### src/rtl/qpd_pkg.sv
// Shared constants and helpers for the quoted-printable decoder.
package qpd_pkg;

    localparam int unsigned BYTE_W = 8;
    localparam int unsigned APB_AW = 3;
    localparam int unsigned APB_DW = 32;

    typedef logic [BYTE_W-1:0] byte_t;

    localparam byte_t CH_EQUALS     = 8'h3D;
    localparam byte_t CH_UNDERSCORE = 8'h5F;
    localparam byte_t CH_SPACE      = 8'h20;
    localparam byte_t CH_NUL        = 8'h00;
    localparam byte_t CH_TAB        = 8'h09;
    localparam byte_t CH_CR         = 8'h0D;
    localparam byte_t CH_MARKER     = 8'hBF;

    // Register index of header_mode (word address paddr[2])
    localparam logic REG_HEADER_MODE = 1'b0;

    // Escape tracking codes
    localparam logic [1:0] ESC_IDLE   = 2'd0;
    localparam logic [1:0] ESC_START  = 2'd1;
    localparam logic [1:0] ESC_DIGIT  = 2'd2;
    localparam logic [1:0] ESC_UNUSED = 2'd3;

    typedef struct packed {
        logic       ok;
        logic [3:0] nibble;
    } hex_t;

    function automatic hex_t hex_decode(input byte_t c);
        hex_t h;
        h.ok     = 1'b1;
        h.nibble = 4'd0;
        if (c >= 8'h30 && c <= 8'h39)
        begin
            h.nibble = c[3:0];
        end
        else if ((c >= 8'h41 && c <= 8'h46) || (c >= 8'h61 && c <= 8'h66))
        begin
            h.nibble = c[3:0] + 4'd9;
        end
        else
        begin
            h.ok = 1'b0;
        end
        return h;
    endfunction

    function automatic logic is_white(input byte_t c);
        return (c == CH_SPACE) || (c >= CH_TAB && c <= CH_CR);
    endfunction

endpackage

### src/rtl/quoted_printable_decoder_unit.sv
// Quoted-printable decoder: one encoded byte per request, zero or one decoded byte out.
//
// Takes one encoded byte per clock and, while the output side keeps taking results, keeps
// that rate indefinitely; a byte goes through an input register and then a result register,
// which drives the outputs. A byte that yields nothing (the '=' and first digit of an escape,
// dropped whitespace or NUL) still passes through the input register. A result held by
// out_ready low stalls the input once the input register is full.
// An escape "=XY" with hex digits in either case gives one byte; otherwise 0xBF with
// bad_escape set. header_mode (APB register 0, bit 0) drops whitespace everywhere and turns a
// literal '_' into a space; with it clear a literal NUL is dropped. Write header_mode only
// while the block is idle.
module quoted_printable_decoder_unit (
    input  logic                        clk,
    input  logic                        rst_n,
    input  logic                        in_valid,
    output logic                        in_ready,
    input  logic [7:0]                  in_byte,
    output logic                        out_valid,
    input  logic                        out_ready,
    output logic [7:0]                  out_byte,
    output logic                        bad_escape,
    input  logic                        psel,
    input  logic                        penable,
    input  logic                        pwrite,
    input  logic [qpd_pkg::APB_AW-1:0]  paddr,
    input  logic [qpd_pkg::APB_DW-1:0]  pwdata,
    output logic [qpd_pkg::APB_DW-1:0]  prdata,
    output logic                        pready
);
    import qpd_pkg::*;

    logic       header_mode_reg;
    logic       in_valid_reg;
    byte_t      in_byte_reg;
    logic [1:0] esc_reg;
    logic [1:0] esc_next;
    byte_t      first_digit_reg;
    byte_t      first_digit_next;
    logic       out_valid_reg;
    byte_t      out_byte_reg;
    byte_t      out_byte_next;
    logic       bad_escape_reg;
    logic       bad_escape_next;
    logic       emit;
    logic       s1_fire;
    logic       drop_white;
    hex_t       hi_hex;
    hex_t       lo_hex;

    // Configuration port
    assign pready = 1'b1;
    assign prdata = (paddr[2] == REG_HEADER_MODE)
                  ? {{(APB_DW-1){1'b0}}, header_mode_reg} : '0;

    always_ff @(posedge clk or negedge rst_n)
    begin
        if (!rst_n)
        begin
            header_mode_reg <= 1'b0;
        end
        else if (psel && penable && pwrite && pready && paddr[2] == REG_HEADER_MODE)
        begin
            header_mode_reg <= pwdata[0];
        end
    end

    // Advance the held byte when the result slot is free or being drained
    assign s1_fire  = in_valid_reg && (!out_valid_reg || out_ready);
    assign in_ready = !in_valid_reg || s1_fire;

    assign drop_white = header_mode_reg && is_white(in_byte_reg);
    assign hi_hex     = hex_decode(first_digit_reg);
    assign lo_hex     = hex_decode(in_byte_reg);

    always_comb
    begin
        emit             = 1'b0;
        esc_next         = esc_reg;
        first_digit_next = first_digit_reg;
        out_byte_next    = in_byte_reg;
        bad_escape_next  = 1'b0;
        if (!drop_white)
        begin
            unique case (esc_reg)
                ESC_START:
                begin
                    first_digit_next = in_byte_reg;
                    esc_next         = ESC_DIGIT;
                end
                ESC_DIGIT:
                begin
                    esc_next         = ESC_IDLE;
                    first_digit_next = '0;
                    emit             = 1'b1;
                    if (hi_hex.ok && lo_hex.ok)
                    begin
                        out_byte_next = {hi_hex.nibble, lo_hex.nibble};
                    end
                    else
                    begin
                        out_byte_next   = CH_MARKER;
                        bad_escape_next = 1'b1;
                    end
                end
                default:
                begin
                    esc_next = ESC_IDLE;
                    if (in_byte_reg == CH_EQUALS)
                    begin
                        esc_next = ESC_START;
                    end
                    else if (!(!header_mode_reg && in_byte_reg == CH_NUL))
                    begin
                        emit = 1'b1;
                        if (header_mode_reg && in_byte_reg == CH_UNDERSCORE)
                        begin
                            out_byte_next = CH_SPACE;
                        end
                    end
                end
            endcase
        end
    end

    always_ff @(posedge clk or negedge rst_n)
    begin
        if (!rst_n)
        begin
            in_valid_reg    <= 1'b0;
            esc_reg         <= ESC_IDLE;
            first_digit_reg <= '0;
            out_valid_reg   <= 1'b0;
        end
        else
        begin
            if (in_valid && in_ready)
            begin
                in_valid_reg <= 1'b1;
            end
            else if (s1_fire)
            begin
                in_valid_reg <= 1'b0;
            end

            if (s1_fire)
            begin
                esc_reg         <= esc_next;
                first_digit_reg <= first_digit_next;
                out_valid_reg   <= emit;
            end
            else if (out_ready)
            begin
                out_valid_reg <= 1'b0;
            end
        end
    end

    always_ff @(posedge clk)
    begin
        if (in_valid && in_ready)
        begin
            in_byte_reg <= in_byte;
        end
        if (s1_fire && emit)
        begin
            out_byte_reg   <= out_byte_next;
            bad_escape_reg <= bad_escape_next;
        end
    end

    assign out_valid  = out_valid_reg;
    assign out_byte   = out_byte_reg;
    assign bad_escape = bad_escape_reg;

    a_esc_reachable: assert property (@(posedge clk) disable iff (!rst_n)
        esc_reg != ESC_UNUSED)
        else $error("escape state reached unused code");

    a_bad_marker: assert property (@(posedge clk) disable iff (!rst_n)
        out_valid_reg && bad_escape_reg |-> out_byte_reg == CH_MARKER)
        else $error("bad escape without marker byte");

    a_esc_start: assert property (@(posedge clk) disable iff (!rst_n)
        s1_fire && esc_reg == ESC_START && !drop_white |=> esc_reg == ESC_DIGIT)
        else $error("first escape digit not captured");

endmodule
### config.mk
export PLATFORM = sky130hd
export DESIGN_NAME = quoted_printable_decoder_unit
export DESIGN_NICKNAME = d
export VERILOG_FILES = /design/src/rtl/qpd_pkg.sv /design/src/rtl/quoted_printable_decoder_unit.sv
export SDC_FILE = /design/constraint.sdc
export NUM_CORES = 1
export LEC_CHECK = 0
export BUFFER_PORTS_ARGS = -buffer_cell sky130_fd_sc_hd__buf_2
export CAP_MARGIN = 20
export CORE_UTILIZATION = 48
export CTS_CLUSTER_SIZE = 25
export DETAILED_ROUTE_END_ITERATION = 10
export GPL_TIMING_DRIVEN = 0
export PLACE_DENSITY = 0.92
export SYNTH_ARGS = -nofsm -noshare
export SYNTH_HDL_FRONTEND = slang
export SYNTH_SLANG_ARGS = --single-unit
### constraint.sdc
create_clock -name clk -period 3.1 [get_ports clk]
set_input_delay 0.31 -clock clk [delete_from_list [all_inputs] [get_ports clk]]
set_output_delay 0.31 -clock clk [all_outputs]
set_load 0.01 [all_outputs]
# --- Yosys cells after proc, flatten, opt, wreduce, memory -nomap -nowiden ---
# Index checks and enable logic that the tools add are counted.
op_classes:
  add_sub_neg: 2
  n_bitwise: 3
  n_lt_le_gt_ge: 14
  reduce_logical: 32
  mux: 27
  n_eq_ne: 5
op_table:
  columns: ["operator", "count"]
  rows:
  - ["$mux W8", 5]
  - ["$ge A8 B7 Y1 const B", 4]
  - ["$le A8 B7 Y1 const B", 4]
  - ["$pmux W8 S2", 2]
  - ["$logic_and A1 B1 Y1", 17]
  - ["$eq A8 B6 Y1 const B", 2]
  - ["$ge A8 B6 Y1 const B", 2]
  - ["$le A8 B6 Y1 const B", 2]
  - ["$mux W4", 4]
  - ["$mux W1", 14]
  - ["$add A4 B4 Y4 const B", 2]
  - ["$eq A8 B7 Y1 const B", 1]
  - ["$ge A8 B4 Y1 const B", 1]
  - ["$le A8 B4 Y1 const B", 1]
  - ["$logic_not A8 Y1", 1]
  - ["$reduce_bool A2 Y1", 3]
  - ["$logic_or A1 B1 Y1", 5]
  - ["$pmux W2 S2", 1]
  - ["$logic_not A1 Y1", 3]
  - ["$not A1 Y1", 3]
  - ["$reduce_and A3 Y1", 1]
  - ["$eq A2 B1 Y1 const B", 1]
  - ["$eq A2 B2 Y1 const B", 1]
  - ["$pmux W1 S2", 1]
  - ["2 further kinds", 2]
totals:
  out_inout_bits: 44
  wordCells: 91
  inputBits: 50
  ff_bits: 30

# --- Logic depth before layout (Yosys ltp) ---
logic_depth:
  word_depth: 9
  ltp_mapped: 8
  mapped_depth_nobuf: 7

# --- Least setup slack after synthesis ---
# No wires, ideal clock.
synth_timing:
  path_kind: "register to register"
  startpoint: "reg in_byte_reg[0]"
  endpoint: "reg bad_escape_reg, in the netlist bad_escape, enable pin"
  period_less_slack_ns: 2.230
  n_path_buf: 1
  setup_time_ns: 0.374
  path_slack_ns: 0.870
  required_time_ns: 2.726
  stages_incl_launch_ff: 9
  arrival_time_ns: 1.856
  path_cell_list: "edfxtp_1 > inv_1 > ha_1 > xnor2_1 > o21ai_2 > a21boi_2 > or2_1 > buf_6 > nor2_1"
synth_between:
  elab_chain_len: 7
  elab_cells_between_ends: 14
  cone_classes: "order compare (2); eq/ne (2); mux (4); reduce/logical (6)"
synth_rtl:
  columns: ["element", "line", "text"]
  rows:
  - ["from (decl)", "quoted_printable_decoder_unit.sv:34", "byte_t in_byte_reg;"]
  - ["from (signal assigned)", "quoted_printable_decoder_unit.sv:162", "in_byte_reg <= in_byte;"]
  - ["branches (longest 5 deep; another with $ge A8 B4 Y1)", null, null]
  - ["$mux W1 *", "quoted_printable_decoder_unit.sv:82", "if (!drop_white)"]
  - ["$logic_and A1 B1 Y1 *", "quoted_printable_decoder_unit.sv:164", "if (s1_fire && emit)"]
  - ["to (signal assigned)", "quoted_printable_decoder_unit.sv:167", "bad_escape_reg <= bad_escape_next;"]
  - ["to (decl)", "quoted_printable_decoder_unit.sv:42", "logic bad_escape_reg;"]
# Every way passes the cells marked *.
# A chain may end at the register's enable or synchronous reset.

# --- Worst setup path after layout ---
layout_timing:
  startpoint: "reg in_byte_reg[0]"
  endpoint: "reg out_byte_reg[1], in the netlist out_byte[1], enable pin"
layout_between:
  elab_chain_len: 7
  elab_cells_between_ends: 14
  cone_classes: "order compare (2); eq/ne (2); mux (4); reduce/logical (6)"
layout_rtl:
  columns: ["element", "line", "text"]
  rows:
  - ["branches (longest 5 deep; another with $ge A8 B4 Y1)", null, null]
  - ["$mux W1 *", "quoted_printable_decoder_unit.sv:82", null]
  - ["$logic_and A1 B1 Y1 *", "quoted_printable_decoder_unit.sv:164", null]
  - ["to (signal assigned)", "quoted_printable_decoder_unit.sv:166", "out_byte_reg <= out_byte_next;"]
  - ["to (decl)", "quoted_printable_decoder_unit.sv:40", "byte_t out_byte_reg;"]
# Marked as above.

==> out/results.tsv <==
metric	value	unit
drc	0	
cts_setup_buffers	0	
num-nets-final	332	
synth_top_area_share	24.0	%
status	finished, final reports clean	
rows	23	
die_area	4700	sq um
power_frac_seq	48.4	%
chipHeight	68.6	um
ys_types	53	
ys_ff_latch	30	
hold_viol_final	0	
period_needed	2.61	ns
cts_tree	done	
power_switching	319	uW
drv_slew	0	
core_area	4120	sq um
synth-edff-count	17	
port_buffers	28	
path_clk_slew	0.06	ns
wl	4220	um
pre_cts_ws	0.500	ns
skew	0.00289	ns
drtAntennaViolNets	0	
drt_iter0_drc	96	
grt_pass1_vias	1524	
max_slew_margin	50.1	%
grt_max_degree	14	
power_density	422	nW/um^2
worst_slew_pin_slew	0.746	ns
track_usage	20.1	%
cpPeakStageDelay	0.58	ns
cts_root_buffer	clkbuf_8	
clkLatencyLatePin	0.28	ns
ioPinCount	94	
crit_fanout	9	
drv_cap	0	
via_per_inst	5.27	
cp.buffers_inverters	2	
async_flop_share	43.3	%
post-dp-hpwl	3200	um
grt_overflow	0	
clkSinkCount	30	
rsz0062_at_grt	false	
max_freq	383	MHz
crit_family	simple AND/OR/NAND/NOR gates	
synth.area.top_cells	edfxtp_1 (24%), dfrtp_1 (15%), buf_4 (12%), ha_1 (5.3%), mux2_2 (3.2%)	
synth-seq-area-share	39.3	%
num_vias	1709	
crit_slowest_cell	nor2_1	
initial_core_util	51.7	%
placed_area	2440	sq um
insertedDiodeCount	0	
gp_congestion	0.852	
clkPwrFrac	27.7	%
n_fill_cell	347	
postSynthCellCount	207	
ctsResizeCount	0	
wl_per_cell	13.0	um
synth_area	2130	sq um
finalSetupTns	0	ns
crit_chain	inv_1 -> ha_1 -> xnor2_1 -> o21ai_2 -> a21boi_2 -> or2_1 -> buf_6 -> nor2_1	
swShare	29.8	%
vdd_ir_drop_max	285	uV
setup_viol	0	
p_int	750	uW
dieWidth	68.6	um
layout_setup_ws	0.491	ns
cts_max_path_buffers	2	
area_growth_syn_to_layout	19.1	%
pwr-share-comb	23.9	%
syn_avg_cell_area	10.3	sq um
ys.flop_type	edfxtp_1	
antenna_found_initial	0	
hold_buffers	1	
crit_arrival	2.52	ns
design_area	2530	sq um
drive_above_1_share	32.5	%
worstSetupStartpointType	flop	
hold_class	in2reg	
leakagePower	1.16	nW
first_pass_iters	5	
yosys_warnings	0	
cts_buffers	5	
required	3.01	ns
grt_pass1_wl	6870	um
critical_path_class	reg2reg	
endpoint_kind	flop	
cts_htree_levels	2	
period_share	84.2	%
synth_area_leader_cell	edfxtp_1	
power by group through the flow:
stage	logic (mW)	clock network (mW)	registers, mW
after floorplan	0.188	0	0.520
after global routing	0.286	0.320	0.523
after detailed placement	0.252	0	0.525
after global placement	0.245	0	0.522
after CTS	0.254	0.302	0.517
final	0.256	0.296	0.518
cell usage after synthesis, types with 2 or more instances:
library cell	n
a21oi_1	6
nor2b_1	8
and3_1	2
clkbuf_1	3
o22ai_1	6
inv_1	10
o31ai_1	2
nand2b_1	3
nand2_1	10
nor2_1	12
o21ai_1	2
edfxtp_1	17
nor3_4	2
mux2_2	6
nand4bb_1	2
dfrtp_1	13
a211oi_1	3
nor3b_1	2
a22oi_1	2
o21bai_1	2
nand3_1	7
buf_4	33
xnor2_1	2
ha_1	9
nor3_1	2
nand4b_1	2
o21ai_0	10
conb_1	2
o41ai_2	2
o211ai_1	2
worst paths after layout:
kind | start | endpoint | slack [ns] | depth (start not counted)
max | in_byte_reg[0] | out_byte[1] | 0.49 | 8
min | in_byte[4] | in_byte_reg[4] | 0.20 | 1
max reg2reg | in_byte_reg[0] | out_byte[1] | 0.49 | 8
min reg2reg | first_digit_reg[5] | first_digit_reg[5] | 0.52 | 1
max in group asynchronous | rst_n | out_valid | 2.44 | 2
min in group asynchronous | rst_n | first_digit_reg[6] | 0.44 | 2
routing by layer:
metal | wire [um] | vias up | global-route usage (%)
li1 | - | 816 | -
met1 | 1630 | 767 | 24.6
met2 | 2100 | 109 | 32.4
met3 | 365 | 17 | 5.92
met4 | 129 | 0 | 9.38
met5 | 0 | - | 0
per-stage QoR:
| stage | utilization, % | cells | total power [mW] | hold WS [ns] |
|---|---|---|---|---|
| floorplan | - | 237 | 0.708 | 0.0144 |
| global placement | 59.3 | 315 | 0.767 | 0.206 |
| detailed placement | 59.3 | 315 | 0.776 | 0.208 |
| CTS | 61.5 | 324 | 1.07 | 0.193 |
| global route | 61.5 | 324 | 1.13 | 0.184 |
| finish | 61.5 | 324 | 1.07 | 0.198 |
final cells by class:
cell class,count,area (sq um),share of cell area (%)
buffer,38,275,10.9
clock buffer,8,80.1,3.16
inverter,10,37.5,1.48
multi-input combinational,159,1090,43.1
sequential,30,836,33.0
tap,50,62.6,2.47
timing repair buffer,29,150,5.93
cells by family after synthesis:
| family | Yosys count | synth area share, % |
|---|---|---|
| AOI/OAI and AO/OA | 47 | 17.1 |
| adders and majority gates | 9 | 5.30 |
| buffers and inverters | 48 | 14.7 |
| muxes | 8 | 4.41 |
| xor gates and xnor gates | 2 | 0.824 |
| DFF | 30 | 39.3 |
| other | 2 | 0.353 |
| and+or+nand+nor | 61 | 18.0 |
placed cells by master, fill, tap and decap left out, types with 2 or more instances in the layout:
cell and instances:
nor3_1 2, o21ai_1 2, and3_1 2, a211oi_1 3, o41ai_2 2, o31ai_1 2, nor3b_1 2, mux2_2 6
nand3_1 7, nand4b_1 2, clkbuf_1 6, nor2_1 12, o22ai_1 6, nand2_1 10, nor2b_1 8, edfxtp_1 17
ha_1 9, a22oi_1 2, xnor2_1 2, o21ai_0 10, nand4bb_1 2, buf_2 29, clkbuf_8 5, nand2b_1 3
conb_1 32, inv_1 10, nor3_4 2, buf_4 33, a21oi_1 6, dfrtp_1 13, o211ai_1 2, o21bai_1 2
Power figures use the tool's default switching activity.
